==> config.mk <==
export PLATFORM = sky130hd
export DESIGN_NAME = utf8_stream_decoder
export DESIGN_NICKNAME = d
export VERILOG_FILES = /design/src/u8d_pkg.sv /design/src/u8d_core.sv /design/src/u8d_skid.sv /design/src/utf8_stream_decoder.sv
export SDC_FILE = /design/constraint.sdc
export NUM_CORES = 1
export LEC_CHECK = 0
export BUFFER_PORTS_ARGS = -buffer_cell sky130_fd_sc_hd__buf_2
export CAP_MARGIN = 20
export CORE_ASPECT_RATIO = 1.2
export CORE_MARGIN = 8
export CORE_UTILIZATION = 55
export DETAILED_ROUTE_END_ITERATION = 7
export GPL_TIMING_DRIVEN = 0
export PLACE_DENSITY = 0.81
export SYNTH_ARGS = -nofsm -noshare
export SYNTH_HDL_FRONTEND = slang
export SYNTH_HIERARCHICAL = 1
export SYNTH_SLANG_ARGS = --single-unit
==> constraint.sdc <==
create_clock -name clk -period 7.7 [get_ports clk]
set_clock_uncertainty 0.1 [all_clocks]
set_input_delay 1.155 -clock clk [delete_from_list [all_inputs] [get_ports clk]]
set_output_delay 1.155 -clock clk [all_outputs]
set_load 0.02 [all_outputs]
==> src/u8d_pkg.sv <==
// ----------------------------------------------------------------------------
// u8d_pkg
// Shared types and constants for the streaming UTF-8 decoder.
// ----------------------------------------------------------------------------
package u8d_pkg;

  // Width of the internal byte position counter
  localparam int POSITION_BITS = 32;
  // Width of the reported byte position field
  localparam int BYTE_POS_W    = 32;
  localparam int CODE_POINT_W  = 21;

  // Byte class masks and patterns
  localparam logic [7:0] CONT_MASK  = 8'b1100_0000;
  localparam logic [7:0] CONT_PAT   = 8'b1000_0000;
  localparam logic [7:0] CONT_BITS  = 8'b0011_1111;
  localparam logic [7:0] LEAD2_MASK = 8'b1110_0000;
  localparam logic [7:0] LEAD2_BITS = 8'b0001_1111;
  localparam logic [7:0] LEAD3_MASK = 8'b1111_0000;
  localparam logic [7:0] LEAD3_BITS = 8'b0000_1111;
  localparam logic [7:0] LEAD4_MASK = 8'b1111_1000;
  localparam logic [7:0] LEAD4_BITS = 8'b0000_0111;

  typedef enum logic [1:0] {
    ST_CODE_POINT = 2'd0,
    ST_BAD_CONT   = 2'd1,
    ST_BAD_LEAD   = 2'd2,
    ST_TRUNCATED  = 2'd3
  } u8d_status_t;

  typedef struct packed {
    logic [7:0] data_byte;
    logic       stream_end;
  } u8d_in_t;

  typedef struct packed {
    u8d_status_t             status;
    logic [CODE_POINT_W-1:0] code_point;
    logic [BYTE_POS_W-1:0]   byte_position;
    logic                    end_mark;
  } u8d_out_t;

endpackage

==> src/u8d_core.sv <==
// ----------------------------------------------------------------------------
// u8d_core
// Sequence state and per-byte decode: pending count, accumulator and byte
// position. Produces at most one result for each accepted beat.
// ----------------------------------------------------------------------------
module u8d_core import u8d_pkg::*; (
  input  logic     clk,
  input  logic     rst_n,
  input  logic     accept,
  input  u8d_in_t  beat,
  output logic     res_valid,
  output u8d_out_t res
);

  logic [1:0]               pending_r, pending_nxt;
  logic [CODE_POINT_W-1:0]  acc_r, acc_nxt;
  logic [POSITION_BITS-1:0] pos_r, pos_nxt;

  logic [7:0] b;
  logic       is_cont;

  assign b       = beat.data_byte;
  assign is_cont = (b & CONT_MASK) == CONT_PAT;

  // Decode one byte against the current sequence state
  always_comb begin
    pending_nxt       = pending_r;
    acc_nxt           = acc_r;
    pos_nxt           = pos_r + 1'b1;
    res_valid         = 1'b0;
    res.status        = ST_CODE_POINT;
    res.code_point    = '0;
    res.byte_position = BYTE_POS_W'(pos_r);
    res.end_mark      = beat.stream_end;

    if (pending_r != 2'd0) begin
      if (!is_cont) begin
        // Drop the byte and go idle
        pending_nxt = 2'd0;
        acc_nxt     = '0;
        res_valid   = 1'b1;
        res.status  = ST_BAD_CONT;
      end else begin
        acc_nxt     = {acc_r[CODE_POINT_W-7:0], b[5:0]};
        pending_nxt = pending_r - 1'b1;
        if (pending_r == 2'd1) begin
          res_valid      = 1'b1;
          res.code_point = {acc_r[CODE_POINT_W-7:0], b[5:0]};
          acc_nxt        = '0;
        end
      end
    end else begin
      priority if (!b[7]) begin
        res_valid      = 1'b1;
        res.code_point = CODE_POINT_W'(b);
      end else if ((b & LEAD2_MASK) == (LEAD2_MASK << 1)) begin
        acc_nxt     = CODE_POINT_W'(b & LEAD2_BITS);
        pending_nxt = 2'd1;
      end else if ((b & LEAD3_MASK) == (LEAD3_MASK << 1)) begin
        acc_nxt     = CODE_POINT_W'(b & LEAD3_BITS);
        pending_nxt = 2'd2;
      end else if ((b & LEAD4_MASK) == (LEAD4_MASK << 1)) begin
        acc_nxt     = CODE_POINT_W'(b & LEAD4_BITS);
        pending_nxt = 2'd3;
      end else begin
        res_valid  = 1'b1;
        res.status = ST_BAD_LEAD;
      end
    end

    // Close the stream: flag an unfinished sequence, restart position
    if (beat.stream_end) begin
      if (!res_valid && pending_nxt != 2'd0) begin
        res_valid  = 1'b1;
        res.status = ST_TRUNCATED;
      end
      pending_nxt = 2'd0;
      acc_nxt     = '0;
      pos_nxt     = '0;
    end
  end

  // Advance state on each accepted beat
  always_ff @(posedge clk) begin
    if (!rst_n) begin
      pending_r <= 2'd0;
      acc_r     <= '0;
      pos_r     <= '0;
    end else if (accept) begin
      pending_r <= pending_nxt;
      acc_r     <= acc_nxt;
      pos_r     <= pos_nxt;
    end
  end

  // An end-of-stream beat leaves the decoder idle at position zero
  a_end_idle: assert property (@(posedge clk) disable iff (!rst_n)
    (accept && beat.stream_end) |=> (pending_r == 2'd0 && pos_r == '0))
    else $error("decoder not idle after end of stream");

  // Truncation is only reported on the final beat
  a_trunc_end: assert property (@(posedge clk) disable iff (!rst_n)
    (accept && res_valid && res.status == ST_TRUNCATED) |-> beat.stream_end)
    else $error("truncation reported before end of stream");

  // Idle state holds an empty accumulator
  a_idle_acc: assert property (@(posedge clk) disable iff (!rst_n)
    (pending_r == 2'd0) |-> (acc_r == '0))
    else $error("accumulator not cleared while idle");

endmodule

==> src/u8d_skid.sv <==
// ----------------------------------------------------------------------------
// u8d_skid
// Two-slot output buffer: an output register plus a skid slot, so the
// input side keeps moving for one beat after the output side stalls.
// ----------------------------------------------------------------------------
module u8d_skid import u8d_pkg::*; (
  input  logic     clk,
  input  logic     rst_n,
  input  logic     push,
  input  u8d_out_t push_data,
  output logic     full,
  output logic     out_valid,
  input  logic     out_stall,
  output u8d_out_t out_data
);

  logic     out_valid_r, out_valid_nxt;
  u8d_out_t out_data_r, out_data_nxt;
  logic     skid_valid_r, skid_valid_nxt;
  u8d_out_t skid_data_r, skid_data_nxt;
  logic     out_free;

  assign out_free = !out_valid_r || !out_stall;

  // Refill the output register from the skid slot first, then new results
  always_comb begin
    out_valid_nxt  = out_valid_r;
    out_data_nxt   = out_data_r;
    skid_valid_nxt = skid_valid_r;
    skid_data_nxt  = skid_data_r;
    if (out_free) begin
      if (skid_valid_r) begin
        out_valid_nxt  = 1'b1;
        out_data_nxt   = skid_data_r;
        skid_valid_nxt = push;
        skid_data_nxt  = push_data;
      end else begin
        out_valid_nxt = push;
        out_data_nxt  = push_data;
      end
    end else if (push) begin
      skid_valid_nxt = 1'b1;
      skid_data_nxt  = push_data;
    end
  end

  always_ff @(posedge clk) begin
    if (!rst_n) begin
      out_valid_r  <= 1'b0;
      skid_valid_r <= 1'b0;
    end else begin
      out_valid_r  <= out_valid_nxt;
      skid_valid_r <= skid_valid_nxt;
    end
  end

  // Payload registers need no reset
  always_ff @(posedge clk) begin
    out_data_r  <= out_data_nxt;
    skid_data_r <= skid_data_nxt;
  end

  assign full      = skid_valid_r;
  assign out_valid = out_valid_r;
  assign out_data  = out_data_r;

  // Skid slot only fills behind a waiting output beat
  a_skid_order: assert property (@(posedge clk) disable iff (!rst_n)
    skid_valid_r |-> out_valid_r)
    else $error("skid slot holds data while output is empty");

  // Nothing is pushed while the buffer is full
  a_no_overflow: assert property (@(posedge clk) disable iff (!rst_n)
    full |-> !push)
    else $error("result pushed into full buffer");

endmodule

==> src/utf8_stream_decoder.sv <==
// ----------------------------------------------------------------------------
// utf8_stream_decoder
// Streaming UTF-8 decoder: one byte in, at most one code point or error out.
// ----------------------------------------------------------------------------
// The decoder takes one byte beat per clock while in_stall is low and
// reports each result from an output register, once the byte that completes
// it is taken. Bytes that only open or extend a sequence give no result. A
// two-slot output buffer sits in front of the result port: in_stall rises
// only once both slots hold beats. Errors (bad continuation, invalid lead,
// truncated at end of stream) carry the position of the offending byte;
// the position restarts at zero after each beat marked as end of stream.
module utf8_stream_decoder import u8d_pkg::*; (
  input  logic     clk,
  input  logic     rst_n,
  input  logic     in_valid,
  output logic     in_stall,
  input  u8d_in_t  in_data,
  output logic     out_valid,
  input  logic     out_stall,
  output u8d_out_t out_data
);

  logic     in_accept;
  logic     res_valid;
  u8d_out_t res;
  logic     buf_full;

  // Accept a byte whenever the output buffer has room
  assign in_stall  = buf_full;
  assign in_accept = in_valid && !buf_full;

  u8d_core u_core (
    .clk       (clk),
    .rst_n     (rst_n),
    .accept    (in_accept),
    .beat      (in_data),
    .res_valid (res_valid),
    .res       (res)
  );

  u8d_skid u_skid (
    .clk       (clk),
    .rst_n     (rst_n),
    .push      (in_accept && res_valid),
    .push_data (res),
    .full      (buf_full),
    .out_valid (out_valid),
    .out_stall (out_stall),
    .out_data  (out_data)
  );

endmodule
## Yosys cells after proc, flatten, opt, wreduce, memory -nomap -nowiden

Cells that the tools add are included.

- Input port bits: 13
- Word-level logic and storage cells: 80
- Register bits after elaboration: 163
- Output and inout port bits: 58

- Equality and inequality tests: 6
- Multiplexer cells: 44
- $add $sub $neg: 2
- Reduce and logical (&&, ||, !) cells: 15

Operators by type and width:

| kind | count |
|---|---|
| $mux W56 | 4 |
| $mux W15 | 8 |
| $mux W21 | 2 |
| $add A32 B1 Y32 const B | 1 |
| $mux W32 | 1 |
| $mux W2 | 13 |
| $mux W23 | 1 |
| $mux W1 | 14 |
| $mux W7 | 1 |
| $reduce_bool A2 Y1 | 3 |
| $eq A5 B5 Y1 const B | 1 |
| $reduce_bool A5 Y1 | 1 |
| $eq A4 B4 Y1 const B | 1 |
| $logic_not A1 Y1 | 4 |
| $eq A3 B3 Y1 const B | 1 |
| $logic_and A1 B1 Y1 | 3 |
| $reduce_and A3 Y1 | 1 |
| $reduce_bool A3 Y1 | 1 |
| $eq A2 B1 Y1 const B | 1 |
| $eq A2 B2 Y1 const B | 1 |
| $ne A2 B1 Y1 const B | 1 |
| $reduce_and A2 Y1 | 1 |
| $sub A2 B1 Y2 const B | 1 |
| $logic_or A1 B1 Y1 | 1 |

## Logic depth before layout (Yosys ltp)

- Word-level depth: 13
- Mapped depth: 10
- Mapped depth without buffers: 9

## By module

The synthesis kept the hierarchy.

Modules (own cells, without submodules):

| module | sequential area each (um^2) | area each (um^2) | times used | cells each |
|---|---|---|---|---|
| u8d_skid | 3403.3 | 4425.5 | 1 | 184 |
| u8d_core | 980.9 | 2578.7 | 1 | 310 |
| utf8_stream_decoder | 0.0 | 15.0 | 1 | 2 |

## Worst setup path after synthesis

No wires, ideal clock.

- Path type: input -> register
- From: input out_stall
- To: register u_skid/skid_data_r[0] in the netlist's numbering (enable)
- Data required time: 7.211 ns
- Arrival time: 3.434 ns
- Cell stages on the path: 2
- Setup time: 0.389 ns
- Setup slack: 3.777 ns
- Buffers on the path: 0
- Cells stage by stage: nand2_1 mux2_2

- Longest elaborated chain between the ends: 4
- Elaborated cells on any way between the ends: 5
- Classes of those cells: 1 x eq/ne; 4 x reduce/logical

Ends and longest elaborated chain:

| item | RTL line | source |
|---|---|---|
| start, declared | utf8_stream_decoder.sv:19 | `input logic out_stall,` |
| $logic_not A1 Y1 (*) | u8d_skid.sv:23 | `assign out_free = !out_valid_r \|\| !out_stall;` |
| $logic_or A1 B1 Y1 (*) | u8d_skid.sv:23 |  |
| $ne A2 B1 Y1 (no source line) or $reduce_bool A2 Y1 (tied branches) | n/a |  |
| $reduce_and A2 Y1 (no source line) (*) | n/a |  |
| end signal, assigned | u8d_skid.sv:60 | `skid_data_r <= skid_data_nxt;` |
| end, declared | u8d_skid.sv:20 | `u8d_out_t skid_data_r, skid_data_nxt;` |

Mark *: on every way between the ends. The rest lies on a longest branch, timed or not.
A chain may end at the register's enable or synchronous reset.

## Worst setup path after layout

- From: input in_data[8] in the netlist's numbering
- To: register u_skid/skid_data_r[32] in the netlist's numbering (enable)

- Longest elaborated chain between the ends: 13
- Elaborated cells on any way between the ends: 24
- Classes of those cells: 4 x eq/ne; 14 x mux; 6 x reduce/logical

Ends and longest elaborated chain:

| item | RTL line | source |
|---|---|---|
| start, declared | utf8_stream_decoder.sv:17 | `input u8d_in_t in_data,` |
| $eq A5 B5 Y1 | u8d_core.sv:62 | `end else if ((b & LEAD4_MASK) == (LEAD4_MASK << 1)) begin` |
| $mux W2 or $mux W1 (tied branches) | u8d_core.sv:62 |  |
| $mux W2 or $mux W1 (tied branches) | u8d_core.sv:59 | `end else if ((b & LEAD3_MASK) == (LEAD3_MASK << 1)) begin` |
| $mux W2 or $mux W1 (tied branches) | u8d_core.sv:56 | `end else if ((b & LEAD2_MASK) == (LEAD2_MASK << 1)) begin` |
| $mux W2 or $mux W1 (tied branches) | u8d_core.sv:53 | `priority if (!b[7]) begin` |
| $mux W2 or $mux W1 (tied branches) | u8d_core.sv:36 | `if (pending_r != 2'd0) begin` |
| $reduce_bool A2 Y1 or $logic_not A1 Y1 (tied branches) | u8d_core.sv:73 | `if (!res_valid && pending_nxt != 2'd0) begin` |
| $logic_and A1 B1 Y1 | u8d_core.sv:73 |  |
| $mux W1 | u8d_core.sv:73 |  |
| $mux W1 (*) | u8d_core.sv:72 | `if (beat.stream_end) begin` |
| via res_valid | utf8_stream_decoder.sv:24 | `logic res_valid;` |
| $logic_and A1 B1 Y1 (*) | utf8_stream_decoder.sv:44 | `.push (in_accept && res_valid),` |
| $reduce_bool A2 Y1 (no source line) (*) | n/a |  |
| $reduce_and A2 Y1 (no source line) (*) | n/a |  |

The timed path passes the listed nets; every way through them passes the cells marked *.

==> out/summary.json <==
{
  "placed_design": {
    "dp_hpwl_um": 9460,
    "placement.io_buffers": 70,
    "pre_cts_ws_ps": 3610,
    "routabilityCongestion": 0.855,
    "placed_cells_incl_taps": 732,
    "post_dp_cell_area_um2": 7620
  },
  "sta": {
    "grt_setup_unrepaired": "false",
    "achievable-frequency_ghz": 0.268,
    "slew_worst_pin_ps": 779,
    "final_critical_path_setup_slack_ps": 3980,
    "max_transition_margin": 0.478,
    "fin_crit_ps": 3720,
    "final-max-slew-violation-count": 0,
    "setup_viol": 0,
    "fin_crit_sh": 0.484,
    "tns_ps": 0,
    "hold_viol": 0,
    "hold-worst-slack_ps": 377
  },
  "critical_path": {
    "cp.required_ps": 7710,
    "critPathKind": "in -> reg",
    "worstSetupStartpoint": "in_data[8]",
    "start_kind": "input pin",
    "critPathCapture": "u_skid/skid_data_r[32]",
    "timing.rr.end": "u_skid/skid_data_r[32]",
    "r2r_slack_ps": 4280,
    "setup.worst_path.end_class": "register",
    "reg2regPathDepth": 10,
    "reg2reg_from": "u_core/pending_r[0]",
    "critPathMaxFanout": 30,
    "worstPathArrival_ps": 3730
  },
  "floorplanning": {
    "floorplan.die_area_um2": 16600,
    "initial_utilization": 0.559,
    "placeableCoreArea_um2": 12600,
    "core.rowCount": 45,
    "die_height_um": 140,
    "floorplan.io_pins": 71,
    "die_x_um": 119
  },
  "route": {
    "wirelength_met1_um": 5200,
    "route.final.wire_length_um": 13500,
    "ant_nets": 0,
    "post-route-drc-count": 0,
    "top_layer_used": "met4",
    "dr_total_vias": 4354,
    "drt_iter0_markers": 287,
    "wl_met3_um": 825,
    "via_per_inst": 5.70,
    "dr_wl_met2_um": 7160,
    "detailedRoute.firstPassIterationCount": 4,
    "drt-wirelength-per-cell_um": 17.6
  },
  "power_and_ir_drop": {
    "power.combinational.fraction": 0.067,
    "clockPowerShare": 0.409,
    "net-switching-power_uw": 405,
    "power.share.sequential": 0.524,
    "p_sw_frac": 0.218,
    "power_mw": 1.86,
    "power_leakage_nw": 3.09,
    "design_internal_power_mw": 1.45,
    "power_per_cell_area_nw_per_um2": 228,
    "vdd_ir_drop_max_mv": 0.163
  },
  "hold_path": {
    "min_from": "u_core/acc_r[13]",
    "hold_path.class": "reg -> reg"
  },
  "finish": {
    "layout.cell_area.non_filler_um2": 8150,
    "area.sequential_um2": 4380,
    "footprint_of_the_multi_input_gates_um2": 2390,
    "synthToLayoutAreaGrowth_pct": 16.1,
    "layout.cells.non_filler": 764,
    "count_of_antenna_diodes_in_the_layout": 0,
    "drive_gt1_frac": 0.297,
    "fin_util": 0.649,
    "filler_cell_count": 907,
    "nets": 603
  },
  "cts": {
    "cts_hold_repair.buffers": 0,
    "post_cts_repair_resize_count": 0,
    "cts_tree": "built",
    "clkTransAtPathRegs_ps": 60,
    "clkLatencyLatePin_ps": 420,
    "postCtsSetupRepairBufs": 0,
    "cts_max_path_buffers": 2,
    "tritoncts.num_buffers": 17,
    "clkSinkCount": 163,
    "cts-root-buf": "sky130_fd_sc_hd__clkbuf_16",
    "htree_levels": 4
  },
  "synth": {
    "synth_top_flop_cell": "sky130_fd_sc_hd__edfxtp_1",
    "post_synthesis_instance_area_um2": 7020,
    "ys_async_sr_fraction": 0,
    "sequential_fraction_of_the_synthesis_area": 0.625,
    "synth_cells": 496,
    "synth_edf_count": 112,
    "ys_ff_latch": 163,
    "synth.distinct_cells": 52,
    "syn_area_per_cell_um2": 14.2,
    "synth_fp_nets": 512,
    "yosys_warnings": 6
  },
  "job": {
    "drv_cap": 0
  },
  "global_route": {
    "groute.usage.overall": 0.166,
    "globalRoute.totalOverflow": 0,
    "global_route_wire_length_before_repair_um": 22000,
    "first_global_vias": 4483,
    "maximum_number_of_pins_on_one_net_before_global_route_repair": 38,
    "grt_antenna_before_repair": 0
  },
  "outcome": {
    "status": "finished clean"
  }
}
==> worst min-delay path by stage <==
stage / endpoint / slack (ps) / cells after the start
finish: u_core/acc_r[13] / 380 / 1
global route: u_core/acc_r[13] / 410 / 1
CTS: u_core/acc_r[12] / 380 / 1
detailed placement: u_core/acc_r[12] / 360 / 1
global placement: u_core/acc_r[14] / 350 / 1
floorplan: u_core/acc_r[10] / 340 / 1
==> critical path, cell delays in order <==
cell                       delay (ps)
sky130_fd_sc_hd__buf_2            100
sky130_fd_sc_hd__clkbuf_1         330
sky130_fd_sc_hd__nor4b_1          290
sky130_fd_sc_hd__a311o_1          190
sky130_fd_sc_hd__a311oi_1         160
sky130_fd_sc_hd__o211ai_1         250
sky130_fd_sc_hd__and3b_1          270
sky130_fd_sc_hd__mux2_2           670
sky130_fd_sc_hd__buf_12           280
==> cells in the mapped netlist, drive strengths merged, types with 12 or more instances <==
cell type / instances / area share
a21oi: 20 / 0.014
and2: 17 / 0.015
buf: 14 / 0.025
dfxtp: 51 / 0.15
edfxtp: 112 / 0.48
mux2: 58 / 0.12
nand2: 22 / 0.012
nand3: 15 / 0.011
nand4: 16 / 0.016
nor2: 17 / 0.0091
o21ai: 23 / 0.016
or3: 12 / 0.011
or4: 12 / 0.013
==> sequential cells by signal, indices dropped and copies added, names as in the netlist <==
signal              count
u_skid/skid_data_r     56
u_skid/out_valid        1
u_core/pos_r           32
u_skid/full             1
u_core/pending_r        2
u_core/acc_r           15
u_skid/out_data        56
==> per-layer routing <==
metal	global-route usage	vias up
met5	0	-
met4	0.0654	0
met3	0.0554	21
met2	0.294	138
met1	0.178	2115
li1	-	2080
==> power groups by stage <==
stage / Combinational (mW) / Clock (mW) / Sequential, mW
2_1_floorplan: 0.0536 / 0 / 1.02
3_3_place_gp: 0.120 / 0 / 0.992
4_1_cts: 0.125 / 0.772 / 0.973
3_5_place_dp: 0.125 / 0 / 0.992
6_report: 0.124 / 0.758 / 0.973
5_1_grt: 0.133 / 0.807 / 0.975
==> layout make-up <==
type                       count  share of cell area
tap                          164              0.0252
buffer                        25              0.0267
clock inverter                10              0.0106
sequential                   163               0.538
inverter                       8             0.00369
multi-input combinational    300               0.293
clock buffer                  22              0.0545
timing repair buffer          72              0.0479
==> layout by cell type, fill, tap and decap left out, drive strengths merged, types with 5 or more instances in the layout <==
cell and n:
and2 17, nor3 5, buf 86, and4 5, nor2 17, nand3 15, nor2b 10, or3 12
dfxtp 51, a21oi 20, a22o 9, xnor2 8, clkbuf 33, inv 9, edfxtp 112, a21boi 10
o21ai 23, o31ai 9, mux2 58, nand2 22, or4 12, nand4 16
==> logic make-up after synthesis <==
kind of cell    Yosys count  synth area share
compound gates           81            0.0743
xor+xnor                 12            0.0150
fa+ha+maj                 3           0.00535
buf+inv                  33            0.0353
flops                   163             0.625
mux                      58             0.123
simple gates            146             0.122
No activity file was read; power rests on OpenSTA's default activity.
